[src/rtl/acfe_pkg.sv]
// Package for the audio chunk feature extractor.
// Holds sizes, register indexes, the sequencer and serial-unit types.
// No dependencies.
package acfe_pkg;

  localparam int MAX_CHUNK_SAMPLES = 4096;
  localparam int CNT_W = $clog2(MAX_CHUNK_SAMPLES + 1);

  localparam int CFG_IDX_W = 3;
  localparam logic [CFG_IDX_W-1:0] REG_LOW_COEFS  = 3'd0;
  localparam logic [CFG_IDX_W-1:0] REG_MID_COEFS  = 3'd1;
  localparam logic [CFG_IDX_W-1:0] REG_HIGH_COEFS = 3'd2;
  localparam logic [CFG_IDX_W-1:0] REG_GAINS      = 3'd3;
  localparam logic [CFG_IDX_W-1:0] REG_THRESH     = 3'd4;
  localparam logic [CFG_IDX_W-1:0] REG_MULTI_EN   = 3'd5;

  localparam logic [15:0] ONE_Q15      = 16'd32768;
  localparam logic [17:0] BASELINE_Q15 = 18'd13107;
  localparam logic [16:0] LERP_Q15     = 17'd4915;

  // serial unit step counts (one bit or one radix-4 digit per cycle)
  localparam logic [5:0] MUL_STEPS  = 6'd17;
  localparam logic [5:0] DIV_STEPS  = 6'd48;
  localparam logic [5:0] SQRT_STEPS = 6'd16;

  typedef enum logic [1:0] {OP_MUL, OP_DIV, OP_SQRT} arith_op_t;

  typedef struct packed {
    logic        start;
    arith_op_t   op;
    logic        neg;
    logic [47:0] a;
    logic [17:0] b;
  } arith_req_t;

  typedef struct packed {
    logic        done;
    logic [50:0] value;
  } arith_rsp_t;

  typedef enum logic [1:0] {ST_IDLE, ST_ISSUE, ST_WAIT, ST_OUT} state_t;

  typedef enum logic [4:0] {
    SP_SQ, SP_BX, SP_A1, SP_A2, SP_OO,
    SP_DIV_E, SP_RMS, SP_ZCR, SP_OPEN, SP_WIDE,
    SP_DIV_B, SP_BAND_RMS, SP_LR, SP_HR,
    SP_SL, SP_FUN, SP_SH, SP_FRIC, SP_SLOW
  } step_t;

endpackage

[src/rtl/acfe_if.sv]
// Channel interfaces of the audio chunk feature extractor.
// Depends on acfe_pkg for the configuration index width.
interface acfe_sample_if;
  logic               valid;
  logic               ready;
  logic signed [15:0] sample;
  logic               last_in_chunk;
  modport source (output valid, sample, last_in_chunk, input ready);
  modport sink (input valid, sample, last_in_chunk, output ready);
endinterface

interface acfe_feature_if;
  logic        valid;
  logic        ready;
  logic [15:0] open_target;
  logic [15:0] wide_target;
  logic [15:0] funnel_target;
  logic [15:0] fricative_target;
  logic        plosive_onset;
  modport source (output valid, open_target, wide_target, funnel_target,
                  fricative_target, plosive_onset, input ready);
  modport sink (input valid, open_target, wide_target, funnel_target,
                fricative_target, plosive_onset, output ready);
endinterface

interface acfe_cfg_if;
  logic                           valid;
  logic                           ready;
  logic [acfe_pkg::CFG_IDX_W-1:0] index;
  logic [63:0]                    data;
  modport source (output valid, index, data, input ready);
  modport sink (input valid, index, data, output ready);
endinterface

[src/rtl/audio_chunk_feature_extractor_core.sv]
// Audio chunk feature extractor: energy, crossings, three band-pass biquads,
// RMS-based mouth targets and plosive onset. Depends on acfe_pkg, acfe_if
// and acfe_serial_unit.
//
//   channel   dir  payload                                  transaction
//   samples   in   sample, last_in_chunk                    valid & ready
//   features  out  open/wide/funnel/fricative, onset        valid & ready
//   cfg       in   index, data                              valid & ready
//
// One shared serial unit does every multiply, divide and square root; each
// operation is issued, waited for and then written back.
// A sample takes a squaring multiply, plus biquad multiplies with bands enabled.
// Chunk end runs the RMS and target steps, plus band steps when enabled.
// Reset is synchronous and clears all chunk, filter and level state.
// A pending result stalls only the finish of the next chunk, not its samples.
module audio_chunk_feature_extractor_core (
  input logic            clk,
  input logic            rst,
  acfe_sample_if.sink    samples,
  acfe_feature_if.source features,
  acfe_cfg_if.sink       cfg
);
  import acfe_pkg::*;

  state_t state, state_next;
  step_t  step, step_next;
  logic [1:0] bnd, bnd_next;

  arith_req_t req;
  arith_rsp_t rsp;

  logic [47:0] coef [3];
  logic [63:0] gains;
  logic [31:0] thresh;
  logic        multi;

  logic signed [31:0] z0 [3];
  logic signed [31:0] z1 [3];
  logic [47:0]        esum [4];
  logic [CNT_W-1:0]   cnt;
  logic [CNT_W-1:0]   ccount;
  logic               prev_sign;
  logic               chunk_end;
  logic [15:0]        slow;

  logic signed [15:0] xs;
  logic signed [31:0] bx;
  logic signed [31:0] y;
  logic [31:0]        q;
  logic [15:0]        rms, zcr, open_t, wide_t, lr, hr, sl, sh, funnel, fric;
  logic [15:0]        brms [3];
  logic               onset;

  logic        out_valid;
  logic [15:0] out_open, out_wide, out_funnel, out_fric;
  logic        out_onset;

  logic signed [50:0] p, p5, p14, p15;
  logic signed [31:0] bx_w, yo;
  logic signed [15:0] o;
  logic [17:0]        total;
  logic signed [17:0] d_l, d_h, jump;
  logic [19:0]        rms12;
  logic [16:0]        rms12_sat;
  logic               fin_sample, out_free, clear_chunk, in_acc;
  logic [1:0]         bnd_e;

  function automatic logic [16:0] abs16(input logic signed [15:0] v);
    logic [16:0] e;
    e = {v[15], v};
    return v[15] ? 17'(~e + 17'd1) : e;
  endfunction

  function automatic logic [32:0] abs32(input logic signed [31:0] v);
    logic [32:0] e;
    e = {v[31], v};
    return v[31] ? 33'(~e + 33'd1) : e;
  endfunction

  function automatic logic signed [31:0] sat32(input logic signed [50:0] v);
    if (v > 51'sd2147483647) return 32'sh7fffffff;
    if (v < -51'sd2147483648) return 32'sh80000000;
    return v[31:0];
  endfunction

  function automatic logic [47:0] acc48(input logic [47:0] s, input logic [30:0] a);
    logic [48:0] t;
    t = {1'b0, s} + 49'(a);
    return t[48] ? '1 : t[47:0];
  endfunction

  function automatic logic [15:0] sat_one(input logic [41:0] v);
    return (v > 42'(ONE_Q15)) ? ONE_Q15 : v[15:0];
  endfunction

  acfe_serial_unit u_alu (.clk(clk), .rst(rst), .req(req), .rsp(rsp));

  // datapath views
  assign p     = $signed(rsp.value);
  assign p5    = p >>> 5;
  assign p14   = p >>> 14;
  assign p15   = p >>> 15;
  assign bx_w  = p5[31:0];
  assign yo    = y >>> 9;
  assign o     = (yo > 32'sd32767) ? 16'sh7fff :
                 (yo < -32'sd32768) ? 16'sh8000 : yo[15:0];
  assign total = 18'(brms[0]) + 18'(brms[1]) + 18'(brms[2]);
  assign d_l   = $signed({2'b00, lr} - BASELINE_Q15);
  assign d_h   = $signed({2'b00, hr} - BASELINE_Q15);
  assign jump  = $signed({2'b00, rms} - {2'b00, slow});
  assign rms12 = {1'b0, rms, 3'b000} + {2'b00, rms, 2'b00};
  assign rms12_sat = (rms12 > 20'(ONE_Q15)) ? 17'(ONE_Q15) : rms12[16:0];
  assign bnd_e = 2'(bnd + 2'd1);

  assign in_acc     = samples.valid && samples.ready;
  assign fin_sample = (step == SP_SQ && !multi) || (step == SP_OO && bnd == 2'd2);
  assign out_free   = !out_valid || features.ready;

  // next state
  always_comb begin
    state_next = state;
    step_next  = step;
    bnd_next   = bnd;
    case (state)
      ST_IDLE: begin
        if (in_acc) begin
          state_next = ST_ISSUE;
          step_next  = SP_SQ;
          bnd_next   = 2'd0;
        end
      end
      ST_ISSUE: state_next = ST_WAIT;
      ST_WAIT: begin
        if (rsp.done) begin
          state_next = ST_ISSUE;
          if (fin_sample) begin
            if (!chunk_end || cnt <= CNT_W'(1)) state_next = ST_IDLE;
            else step_next = SP_DIV_E;
          end else begin
            case (step)
              SP_SQ: begin
                step_next = SP_BX;
                bnd_next  = 2'd0;
              end
              SP_BX: step_next = SP_A1;
              SP_A1: step_next = SP_A2;
              SP_A2: step_next = SP_OO;
              SP_OO: begin
                step_next = SP_BX;
                bnd_next  = 2'(bnd + 2'd1);
              end
              SP_DIV_E: step_next = SP_RMS;
              SP_RMS:   step_next = SP_ZCR;
              SP_ZCR:   step_next = SP_OPEN;
              SP_OPEN:  step_next = SP_WIDE;
              SP_WIDE: begin
                if (multi) begin
                  step_next = SP_DIV_B;
                  bnd_next  = 2'd0;
                end else begin
                  state_next = ST_OUT;
                end
              end
              SP_DIV_B: step_next = SP_BAND_RMS;
              SP_BAND_RMS: begin
                if (bnd == 2'd2) begin
                  step_next = SP_LR;
                end else begin
                  step_next = SP_DIV_B;
                  bnd_next  = 2'(bnd + 2'd1);
                end
              end
              SP_LR:   step_next = SP_HR;
              SP_HR:   step_next = SP_SL;
              SP_SL:   step_next = SP_FUN;
              SP_FUN:  step_next = SP_SH;
              SP_SH:   step_next = SP_FRIC;
              SP_FRIC: step_next = SP_SLOW;
              default: state_next = ST_OUT;
            endcase
          end
        end
      end
      default: begin
        if (out_free) state_next = ST_IDLE;
      end
    endcase
  end

  // outputs: handshakes and serial-unit operands
  always_comb begin
    samples.ready = (state == ST_IDLE);
    cfg.ready     = 1'b1;
    clear_chunk   = (state == ST_OUT && out_free) ||
                    (state == ST_WAIT && rsp.done && fin_sample && chunk_end &&
                     cnt <= CNT_W'(1));
    req.start = (state == ST_ISSUE);
    req.op    = OP_MUL;
    req.neg   = 1'b0;
    req.a     = '0;
    req.b     = '0;
    case (step)
      SP_SQ: begin
        req.a = 48'(abs16(xs));
        req.b = 18'(abs16(xs));
      end
      SP_BX: begin
        req.a   = 48'(abs16(xs));
        req.b   = 18'(abs16(coef[bnd][15:0]));
        req.neg = xs[15] ^ coef[bnd][15];
      end
      SP_A1: begin
        req.a   = 48'(abs32(y));
        req.b   = 18'(abs16(coef[bnd][31:16]));
        req.neg = y[31] ^ coef[bnd][31];
      end
      SP_A2: begin
        req.a   = 48'(abs32(y));
        req.b   = 18'(abs16(coef[bnd][47:32]));
        req.neg = y[31] ^ coef[bnd][47];
      end
      SP_OO: begin
        req.a = 48'(abs16(o));
        req.b = 18'(abs16(o));
      end
      SP_DIV_E: begin
        req.op = OP_DIV;
        req.a  = esum[0];
        req.b  = 18'(cnt);
      end
      SP_RMS, SP_BAND_RMS: begin
        req.op = OP_SQRT;
        req.a  = 48'(q);
      end
      SP_ZCR: begin
        req.op = OP_DIV;
        req.a  = 48'({ccount, 15'b0});
        req.b  = 18'(cnt);
      end
      SP_OPEN: begin
        req.a = 48'(rms);
        req.b = 18'(gains[15:0]);
      end
      SP_WIDE: begin
        req.a = 48'(zcr);
        req.b = 18'(gains[31:16]);
      end
      SP_DIV_B: begin
        req.op = OP_DIV;
        req.a  = esum[bnd_e];
        req.b  = 18'(cnt);
      end
      SP_LR: begin
        req.op = OP_DIV;
        req.a  = 48'({brms[0], 15'b0});
        req.b  = total;
      end
      SP_HR: begin
        req.op = OP_DIV;
        req.a  = 48'({brms[2], 15'b0});
        req.b  = total;
      end
      SP_SL: begin
        req.a = (d_l > 18'sd0) ? 48'(d_l[15:0]) : '0;
        req.b = 18'(gains[47:32]);
      end
      SP_FUN: begin
        req.a = 48'(sl);
        req.b = 18'(open_t);
      end
      SP_SH: begin
        req.a = (d_h > 18'sd0) ? 48'(d_h[15:0]) : '0;
        req.b = 18'(gains[63:48]);
      end
      SP_FRIC: begin
        req.a = 48'(sh);
        req.b = 18'(rms12_sat);
      end
      default: begin
        req.a   = 48'(abs16(jump[15:0] == 16'h8000 && !jump[17] ? 16'sh7fff : jump[15:0]));
        req.neg = jump[17];
        if (jump == 18'sd32768) req.a = 48'd32768;
        req.b   = 18'(LERP_Q15);
      end
    endcase
  end

  // control and model state
  always_ff @(posedge clk) begin
    if (rst) begin
      state     <= ST_IDLE;
      step      <= SP_SQ;
      bnd       <= 2'd0;
      gains     <= '0;
      thresh    <= '0;
      multi     <= 1'b1;
      cnt       <= '0;
      ccount    <= '0;
      prev_sign <= 1'b0;
      chunk_end <= 1'b0;
      slow      <= '0;
      out_valid <= 1'b0;
      for (int i = 0; i < 3; i++) begin
        coef[i] <= '0;
        z0[i]   <= '0;
        z1[i]   <= '0;
      end
      for (int i = 0; i < 4; i++) esum[i] <= '0;
    end else begin
      state <= state_next;
      step  <= step_next;
      bnd   <= bnd_next;

      if (cfg.valid && cfg.ready) begin
        case (cfg.index)
          REG_LOW_COEFS, REG_MID_COEFS, REG_HIGH_COEFS: begin
            coef[cfg.index[1:0]] <= cfg.data[47:0];
            z0[cfg.index[1:0]]   <= '0;
            z1[cfg.index[1:0]]   <= '0;
          end
          REG_GAINS:    gains  <= cfg.data;
          REG_THRESH:   thresh <= cfg.data[31:0];
          REG_MULTI_EN: multi  <= cfg.data[0];
          default: ;
        endcase
      end

      if (in_acc) begin
        if (cnt != '0 && (!samples.sample[15]) != prev_sign)
          ccount <= CNT_W'(ccount + 1'b1);
        prev_sign <= !samples.sample[15];
        cnt       <= CNT_W'(cnt + 1'b1);
        chunk_end <= samples.last_in_chunk ||
                     (CNT_W'(cnt + 1'b1) == CNT_W'(MAX_CHUNK_SAMPLES));
      end

      if (state == ST_WAIT && rsp.done) begin
        case (step)
          SP_SQ: esum[0] <= acc48(esum[0], p[30:0]);
          SP_A1: z0[bnd] <= sat32(51'(z1[bnd]) - p14);
          SP_A2: z1[bnd] <= sat32(-51'(bx) - p14);
          SP_OO: esum[bnd_e] <= acc48(esum[bnd_e], p[30:0]);
          SP_SLOW: slow <= 16'(slow + p15[15:0]);
          default: ;
        endcase
      end

      if (clear_chunk) begin
        for (int i = 0; i < 4; i++) esum[i] <= '0;
        cnt       <= '0;
        ccount    <= '0;
        prev_sign <= 1'b0;
      end

      if (state == ST_OUT && out_free) out_valid <= 1'b1;
      else if (features.valid && features.ready) out_valid <= 1'b0;
    end
  end

  // datapath registers
  always_ff @(posedge clk) begin
    if (in_acc) xs <= samples.sample;
    if (state == ST_WAIT && rsp.done) begin
      case (step)
        SP_BX: begin
          bx <= bx_w;
          y  <= sat32(51'(bx_w) + 51'(z0[bnd]));
        end
        SP_DIV_E, SP_DIV_B: q <= rsp.value[31:0];
        SP_RMS:      rms <= rsp.value[15:0];
        SP_BAND_RMS: brms[bnd] <= rsp.value[15:0];
        SP_ZCR:      zcr <= rsp.value[15:0];
        SP_OPEN:     open_t <= sat_one(rsp.value[49:8]);
        SP_WIDE:     wide_t <= sat_one(rsp.value[49:8]);
        SP_LR:       lr <= (total == '0) ? '0 : rsp.value[15:0];
        SP_HR:       hr <= (total == '0) ? '0 : rsp.value[15:0];
        SP_SL:       sl <= sat_one(rsp.value[49:8]);
        SP_SH:       sh <= sat_one(rsp.value[49:8]);
        SP_FUN:      funnel <= rsp.value[30:15];
        SP_FRIC:     fric <= rsp.value[30:15];
        SP_SLOW: begin
          onset <= (slow < thresh[15:0]) && (jump > $signed({2'b00, thresh[31:16]}));
        end
        default: ;
      endcase
    end
    if (state == ST_OUT && out_free) begin
      out_open   <= open_t;
      out_wide   <= wide_t;
      out_funnel <= multi ? funnel : '0;
      out_fric   <= multi ? fric : '0;
      out_onset  <= multi && onset;
    end
  end

  assign features.valid            = out_valid;
  assign features.open_target      = out_open;
  assign features.wide_target      = out_wide;
  assign features.funnel_target    = out_funnel;
  assign features.fricative_target = out_fric;
  assign features.plosive_onset    = out_onset;

  a_done_in_wait: assert property (@(posedge clk) disable iff (rst)
    rsp.done |-> state == ST_WAIT)
    else $error("serial unit finished outside the wait state");

  a_cnt_bound: assert property (@(posedge clk) disable iff (rst)
    in_acc |-> cnt < CNT_W'(MAX_CHUNK_SAMPLES))
    else $error("sample accepted with a full chunk");

  a_targets_bounded: assert property (@(posedge clk) disable iff (rst)
    features.valid |-> (features.open_target <= ONE_Q15) &&
                       (features.wide_target <= ONE_Q15) &&
                       (features.funnel_target <= ONE_Q15) &&
                       (features.fricative_target <= ONE_Q15))
    else $error("target above 1.0");

endmodule

[src/rtl/acfe_serial_unit.sv]
// Shared serial arithmetic unit: shift-add multiply, restoring divide,
// digit-by-digit square root. Depends on acfe_pkg.
module acfe_serial_unit (
  input  logic                 clk,
  input  logic                 rst,
  input  acfe_pkg::arith_req_t req,
  output acfe_pkg::arith_rsp_t rsp
);
  import acfe_pkg::*;

  logic        busy;
  logic        done;
  logic [5:0]  cnt;
  logic [5:0]  steps;
  arith_op_t   op;
  logic        neg;
  logic [49:0] acc;
  logic [49:0] mcand;
  logic [16:0] mplier;
  logic [47:0] num;
  logic [17:0] rem;
  logic [17:0] den;
  logic [31:0] rad;
  logic [17:0] srem;
  logic [15:0] root;
  logic [18:0] rem_sh;
  logic [19:0] srem_sh;
  logic [19:0] trial;

  always_comb begin
    case (req.op)
      OP_MUL:  steps = MUL_STEPS;
      OP_DIV:  steps = DIV_STEPS;
      default: steps = SQRT_STEPS;
    endcase
  end

  assign rem_sh  = {rem, num[47]};
  assign srem_sh = {srem, rad[31:30]};
  assign trial   = {2'b00, root, 2'b01};

  always_ff @(posedge clk) begin
    if (rst) begin
      busy <= 1'b0;
      done <= 1'b0;
      cnt  <= '0;
    end else begin
      done <= 1'b0;
      if (req.start && !busy) begin
        busy <= 1'b1;
        cnt  <= steps - 6'd1;
      end else if (busy) begin
        cnt <= cnt - 6'd1;
        if (cnt == 6'd0) begin
          busy <= 1'b0;
          done <= 1'b1;
        end
      end
    end
  end

  always_ff @(posedge clk) begin
    if (req.start && !busy) begin
      op     <= req.op;
      neg    <= req.neg;
      acc    <= '0;
      mcand  <= {17'b0, req.a[32:0]};
      mplier <= req.b[16:0];
      num    <= req.a;
      rem    <= '0;
      den    <= req.b;
      rad    <= req.a[31:0];
      srem   <= '0;
      root   <= '0;
    end else if (busy) begin
      case (op)
        OP_MUL: begin
          if (mplier[0]) acc <= acc + mcand;
          mcand  <= {mcand[48:0], 1'b0};
          mplier <= {1'b0, mplier[16:1]};
        end
        OP_DIV: begin
          if (rem_sh >= {1'b0, den}) begin
            rem <= 18'(rem_sh - {1'b0, den});
            num <= {num[46:0], 1'b1};
          end else begin
            rem <= rem_sh[17:0];
            num <= {num[46:0], 1'b0};
          end
        end
        default: begin
          rad <= {rad[29:0], 2'b00};
          if (srem_sh >= trial) begin
            srem <= 18'(srem_sh - trial);
            root <= {root[14:0], 1'b1};
          end else begin
            srem <= srem_sh[17:0];
            root <= {root[14:0], 1'b0};
          end
        end
      endcase
    end
  end

  always_comb begin
    rsp.done = done;
    case (op)
      OP_MUL:  rsp.value = neg ? 51'(-{1'b0, acc}) : {1'b0, acc};
      OP_DIV:  rsp.value = {3'b0, num};
      default: rsp.value = {35'b0, root};
    endcase
  end

endmodule

[src/flat_wrapper.sv]
// flat-port wrapper written by rule: the top's interface ports become plain ports
module audio_chunk_feature_extractor_core_flat import acfe_pkg::*;
  (clk, rst, samples_valid, samples_sample, samples_last_in_chunk, samples_ready, features_valid, features_open_target, features_wide_target, features_funnel_target, features_fricative_target, features_plosive_onset, features_ready, cfg_valid, cfg_index, cfg_data, cfg_ready);
  acfe_sample_if samples_i ();
  acfe_feature_if features_i ();
  acfe_cfg_if cfg_i ();
  input logic clk;
  input logic rst;
  input wire logic [$bits(samples_i.valid)-1:0] samples_valid;
  input wire logic [$bits(samples_i.sample)-1:0] samples_sample;
  input wire logic [$bits(samples_i.last_in_chunk)-1:0] samples_last_in_chunk;
  output wire logic [$bits(samples_i.ready)-1:0] samples_ready;
  output wire logic [$bits(features_i.valid)-1:0] features_valid;
  output wire logic [$bits(features_i.open_target)-1:0] features_open_target;
  output wire logic [$bits(features_i.wide_target)-1:0] features_wide_target;
  output wire logic [$bits(features_i.funnel_target)-1:0] features_funnel_target;
  output wire logic [$bits(features_i.fricative_target)-1:0] features_fricative_target;
  output wire logic [$bits(features_i.plosive_onset)-1:0] features_plosive_onset;
  input wire logic [$bits(features_i.ready)-1:0] features_ready;
  input wire logic [$bits(cfg_i.valid)-1:0] cfg_valid;
  input wire logic [$bits(cfg_i.index)-1:0] cfg_index;
  input wire logic [$bits(cfg_i.data)-1:0] cfg_data;
  output wire logic [$bits(cfg_i.ready)-1:0] cfg_ready;
  assign samples_i.valid = samples_valid;
  assign samples_i.sample = samples_sample;
  assign samples_i.last_in_chunk = samples_last_in_chunk;
  assign samples_ready = samples_i.ready;
  assign features_valid = features_i.valid;
  assign features_open_target = features_i.open_target;
  assign features_wide_target = features_i.wide_target;
  assign features_funnel_target = features_i.funnel_target;
  assign features_fricative_target = features_i.fricative_target;
  assign features_plosive_onset = features_i.plosive_onset;
  assign features_i.ready = features_ready;
  assign cfg_i.valid = cfg_valid;
  assign cfg_i.index = cfg_index;
  assign cfg_i.data = cfg_data;
  assign cfg_ready = cfg_i.ready;
  audio_chunk_feature_extractor_core u_core (.clk(clk), .rst(rst), .samples(samples_i), .features(features_i), .cfg(cfg_i));
endmodule
[config.mk]
export PLATFORM = sky130hd
export DESIGN_NAME = audio_chunk_feature_extractor_core_flat
export DESIGN_NICKNAME = d
export VERILOG_FILES = /design/src/rtl/acfe_pkg.sv /design/src/rtl/acfe_if.sv /design/src/rtl/audio_chunk_feature_extractor_core.sv /design/src/rtl/acfe_serial_unit.sv /design/src/flat_wrapper.sv
export SDC_FILE = /design/constraint.sdc
export NUM_CORES = 2
export LEC_CHECK = 0
export ABC_AREA = 1
export BUFFER_PORTS_ARGS = -buffer_cell sky130_fd_sc_hd__buf_4
export CORE_MARGIN = 2
export CORE_UTILIZATION = 40
export DETAILED_ROUTE_END_ITERATION = 16
export GPL_TIMING_DRIVEN = 0
export PLACE_DENSITY_LB_ADDON = 0.15
export RECOVER_POWER = 25
export SYNTH_ARGS = -nofsm -noshare
export SYNTH_HDL_FRONTEND = slang
export SYNTH_SLANG_ARGS = --single-unit
[constraint.sdc]
create_clock -name clk -period 6.15 [get_ports clk]
set_clock_uncertainty 0.05 [all_clocks]
set_input_delay 0.615 -clock clk [delete_from_list [all_inputs] [get_ports clk]]
set_output_delay 0.615 -clock clk [all_outputs]
set_load 0.005 [all_outputs]
### After elaboration in Yosys (flattened, before gate mapping)

Memory sizes are Yosys's and may differ from the RTL's. A register that Yosys moved wholly into a read port is not among the register bits.
Index checks and enable logic that the tools add are counted.

| storage, ports and cells | value |
|---|---|
| register bits | 767 |
| latch bits | 0 |
| RAM bits | 576 |
| ROM bits | 0 |
| input bits | 89 |
| output and inout port bits | 68 |
| word-level logic and storage cells | 420 |
| memories kept | 5 |

Memory list:

| name | words | bits a word | rd ports | clocked after memory_dff | write ports | line | source |
|---|---|---|---|---|---|---|---|
| u_core.esum | 4 | 48 | 2 | 0 | 4 | audio_chunk_feature_extractor_core.sv:39 | `logic [47:0] esum [4];` |
| u_core.coef | 3 | 48 | 1 | 1 | 3 | audio_chunk_feature_extractor_core.sv:32 | `logic [47:0] coef [3];` |
| u_core.z0 | 3 | 32 | 1 | 1 | 3 | audio_chunk_feature_extractor_core.sv:37 | `logic signed [31:0] z0 [3];` |
| u_core.z1 | 3 | 32 | 1 | 1 | 3 | audio_chunk_feature_extractor_core.sv:38 | `logic signed [31:0] z1 [3];` |
| u_core.brms | 3 | 16 | 3 | 0 | 1 | audio_chunk_feature_extractor_core.sv:51 | `logic [15:0] brms [3];` |

| cells by class | value |
|---|---|
| add/sub/neg operators | 29 |
| $mul | 0 |
| divide/modulo/power cells | 0 |
| magnitude comparators | 17 |
| equal/unequal tests | 44 |
| shift-type cells | 0 |
| muxes and demuxes | 172 |
| bitwise logic cells | 20 |
| reduce and logical (&&, ||, !) cells | 86 |

Operators with widths:

| cell | number |
|---|---|
| 32-bit 2-to-1 mux | 25 |
| 48-bit case mux with 15 select lines | 1 |
| 48-bit 2-to-1 mux | 12 |
| 18-bit case mux with 14 select lines | 1 |
| 17-bit 2-to-1 mux | 11 |
| 51-bit by 32-bit greater-than comparator with 1-bit output (second input constant) | 3 |
| 51-bit by 32-bit < comparator with 1-bit output (second input constant) | 3 |
| 33-bit 2-to-1 mux | 4 |
| 32-bit OR reduction | 4 |
| 16-bit 2-to-1 mux | 7 |
| 17-bit by 1-bit adder with 17-bit output (second input constant) | 6 |
| 17-bit NOT | 6 |
| 51-bit case mux with 2 select lines | 1 |
| 48-bit by 31-bit adder with 49-bit output | 2 |
| 48-bit OR reduction | 2 |
| 5-bit case mux with 17 select lines | 1 |
| 1-bit 2-to-1 mux | 68 |
| 51-bit 2-to-1 mux | 1 |
| 32-bit negator with 51-bit output | 1 |
| 50-bit negator with 51-bit output | 1 |
| 51-bit by 37-bit subtractor with 51-bit output | 1 |
| 50-bit adder | 1 |
| 2-bit AND reduction | 23 |
| 2-bit 2-to-1 mux | 22 |
| 78 further kinds | 161 |

### Logic depth before layout (Yosys ltp)

| logic depth | value |
|---|---|
| depth after elaboration | 19 |
| mapped depth | 34 |

### Cells and area by module

Synthesis repeated with hierarchy kept, for this count alone.

| second synthesis, totals | value |
|---|---|
| cells, all modules | 11,624 |
| area, all modules | 91,745.5 µm² |

Modules (own cells, without submodules):

| module | instances | cells each | area each (µm²) |
|---|---|---|---|
| audio_chunk_feature_extractor_core | 1 | 8,765 | 72,587.1 |
| acfe_serial_unit | 1 | 2,859 | 19,158.4 |

### Least setup slack after synthesis

Ideal clock, no wire load.

| timing | value |
|---|---|
| kind | input to register |
| from | input port features_ready |
| to | memory u_core.esum[0][0] (enable) |
| library setup time | 584 ps |
| arrival | 5,265 ps |
| data required time | 5,516 ps |
| path slack | 251 ps |
| cell stages on the path | 11 |
| path buffers | 2 |
| cell sequence | nor2_1 > nor2_1 > inv_1 > nand2_1 > inv_1 > o211ai_1 > inv_2 > nand2_1 > buf_4 > buf_2 > nand2_1 |

RTL lines:

| item | line | source |
|---|---|---|
| start: declaration | flat_wrapper.sv:19 | `input wire logic [$bits(features_i.ready)-1:0] features_ready;` |
| end: declaration | audio_chunk_feature_extractor_core.sv:39 |  |

==> metrics.md <==
| Metric | Value |
|---|---|
| Failing checks | `capacitance limit, slew limit` |
| Register bit total from synthesis | `1457` |
| Via density | `5.70` |
| Post-layout min period | `6.01 ns` |
| # IOs | `157` |
| Worst-path clk slew | `0.06 ns` |
| Initial antenna violation count | `39` |
| Most frequent cells in the layout | `2158 x nand2_1, 1227 x inv_1, 1221 x nor2_1` |
| GRT Total Usage | `32.9%` |
| Post-synth top area share | `39.4%` |
| WP data required | `6.68 ns` |
| Layout cells sized above 1 | `9.15%` |
| Area growth syn-to-layout | `14.8%` |
| Post-route cell area | `103000 sq um` |
| Worst hold path class | `input pin to flop` |
| DRC viols | `0` |
| Core Rows | `173` |
| Overall routed net length | `388000 um` |
| Final net count | `11.9k` |
| DP Wirelength | `305000 um` |
| Global routing's busiest layer | `met2` |
| # H-tree levels | `4` |
| Clock Tree Root | `clkbuf_16` |
| Outcome | `finished with violations` |
| Crit-path cells | `buf_2, buf_1, nand3_1, nand2_1, o21bai_1, inv_1, ha_1, a21oi_1, inv_1, a31oi_1, a21boi_2, o21ai_2, nand3_1, nand2_2, clkbuf_2, o21ai_0, o21ai_0` |
| Routed length per instance | `26.8 um` |
| Crit-path max cell delay | `0.76 ns` |
| Worst-Skew Late Latency | `0.86 ns` |
| Via count | `82.5k` |
| Top_reg_cell synth | `edfxtp_1` |
| Crit path capture type | `flop` |
| Met3 Usage GRT | `5.72%` |
| Leak | `0.0438 uW` |
| CTS Sinks | `1457` |
| Worst hold slack | `0.0927 ns` |
| Nature of the critical path startpoint | `flop` |
| Die width | `477 um` |
| Slowest CP cell | `inv_1` |
| Max cap viols | `10` |
| Global-route wire length before repair | `547000 um` |
| Commonest non-fill, non-tap cell in the layout | `nand2_1` |
| Syn avg cell area | `8.28 sq um` |
| GR Util met2 | `51.8%` |
| Power per cell area | `308 nW/um^2` |
| Die H | `477 um` |
| Async set or reset register ratio after synthesis | `0%` |
| Slew @ Worst Pin | `2.36 ns` |
| Area contributors post-synth | `edfxtp_1 39%, nand2_1 9.1%, dfxtp_1 6.3%, ha_1 5.9%, inv_1 5.2%` |
| Register area share after synthesis | `45.7%` |
| IO buf count | `154` |
| Initial Util | `40.3%` |
| Synthesized area | `89600 sq um` |
| Post-Synthesis Cells | `10.8k` |
| Post-synth EDFFs | `1177` |
| Drt pass-1 iters | `11` |
| Die ar. | `228000 sq um` |
| Worst path buffer plus inverter count | `5` |
| Slew Limit Fails | `129` |
| Vias in the first global route | `77.1k` |
| Largest net degree at the start of global routing | `60` |
| Final Cycle Share | `97.7%` |
| Critical path type | `flop to flop` |
| Unique masters post-synth | `83` |
| Max Freq | `166 MHz` |
| Slew Limit Headroom | `-58.0%` |
| YS warnings | `0` |
| Critical Path AT | `6.54 ns` |
| Met1 GRT Util | `44.4%` |
| Setup violators final | `0` |
| Design Power | `31700 uW` |
| Inserted Clock Buffers | `169` |
| Core area | `223000 sq um` |
| Bufs on Longest Clock Path | `3` |
| DR iter-0 viols | `10.2k` |
| GR Overflow Total | `0` |
| Final hold violation count | `0` |
| DRT antenna net count | `0` |
| Placer Congestion | `1.02` |
| TritonCTS clock tree | `yes` |
| Critical path's top delay family | `compound AO/OA/AOI/OAI gates` |
| Filler cells | `22.1k` |
| Area leader, netlist | `edfxtp_1` |
| CP max FO | `10` |
| VDD IR max | `352 uV` |
| Placed cell area | `95700 sq um` |
==> registers in the layout, indices dropped and copies added (netlist names), 17 cells and up, named ones only <==
signal and count:
u_core.coef 192, u_core.esum 192, u_core.z0 128, u_core.z1 128, u_core.gains 64, u_core.u_alu.acc 50
u_core.u_alu.mcand 50, u_core.brms 48, u_core.u_alu.num 48, u_core.bx 32, u_core.q 32, u_core.thresh 32
u_core.u_alu.rad 32, u_core.y 32, u_core.u_alu.den 18, u_core.u_alu.rem 18, u_core.u_alu.srem 18, u_core.u_alu.mplier 17
==> power by group <==
group	leakage, uW	internal, uW	total [uW]	switching [uW]
clock network	0.00281	6150	10700	4500
logic	0.0274	2760	9500	6740
registers	0.0136	11200	11500	336
==> path summary, 6_finish.rpt <==
path | cells past startpoint | start | slack [ns] | endpoint
worst max-delay path | 17 | u_core.u_alu.neg | 0.14 | u_core.esum[0][12]
worst min-delay path | 3 | cfg_index[0] | 0.09 | u_core.multi
worst max register to register | 17 | u_core.u_alu.neg | 0.14 | u_core.esum[0][12]
worst min register to register | 0 | u_core.wide_t[10] | 0.37 | u_core.features.wide_target[10]
==> cell families (layout without fill, tap and decap cells) <==
| kind of cell | Yosys count | count (layout) | synth area share [%] |
|---|---|---|---|
| xor+xnor | 348 | 348 | 3.42 |
| simple gates | 4440 | 4440 | 20.9 |
| other cells | 2 | 71 | 0.00838 |
| compound gates | 2456 | 2456 | 16.0 |
| flops | 1457 | 1457 | 45.7 |
| fa+ha+maj | 436 | 436 | 6.19 |
| buf+inv | 1685 | 2306 | 7.73 |
==> stage by stage <==
stage	instances	setup WS, ns	util (%)	setup TNS, ns
finish	14500	0.142	46.2	0
global placement	14000	-5.95	42.5	-3224.83
detailed placement	14000	-2.00	43.0	-617.65
global route	14500	-0.0100	46.2	-0.0254
CTS	14500	0.00184	46.2	0
floorplan	10900	0.251	-	0
==> Yosys cell counts, drive strengths merged (145+ instances only) <==
| master | count |
|---|---|
| edfxtp | 1177 |
| dfxtp | 280 |
| clkbuf | 242 |
| buf | 145 |
| ha | 424 |
| nor2 | 1290 |
| xor2 | 255 |
| nand2 | 2234 |
| o21ai | 855 |
| a21oi | 962 |
| nand3 | 522 |
| inv | 1290 |
==> repair_timing <==
action,CTS,global route
gates cloned,0,0
pin swaps,9,6
hold buffers,81,0
endpoints found under the setup margin,516,468
setup buffers,25,20
gates resized for setup,88,57
hold endpoints to repair,86,0
==> tightest hold or removal path: cells and delay by family <==
kind	cells	cell delay (ns)
buffers and inverters	1	0.13
AND/OR/NAND/NOR	1	0.07
AO/OA/AOI/OAI	1	0.10
==> routing by layer <==
metal  routed length, um  vias to the layer above
met4               19300                       24
met5                 186                        -
met2              173000                     3852
met1              161000                    39900
met3               33900                      699
li1                    -                    38000
==> layout make-up <==
class	instances	area (sq um)	area share (%)
clock buffer	216	4620	4.49
antenna	22	55.1	0.0535
multi-input combinational	7729	42500	41.3
buffer	381	2140	2.08
tap	2975	3720	3.62
inverter	1298	4930	4.79
timing repair buffer	321	2850	2.77
sequential	1457	41000	39.8
clock inverter	90	1160	1.13
(Power assumes the default switching activity.)
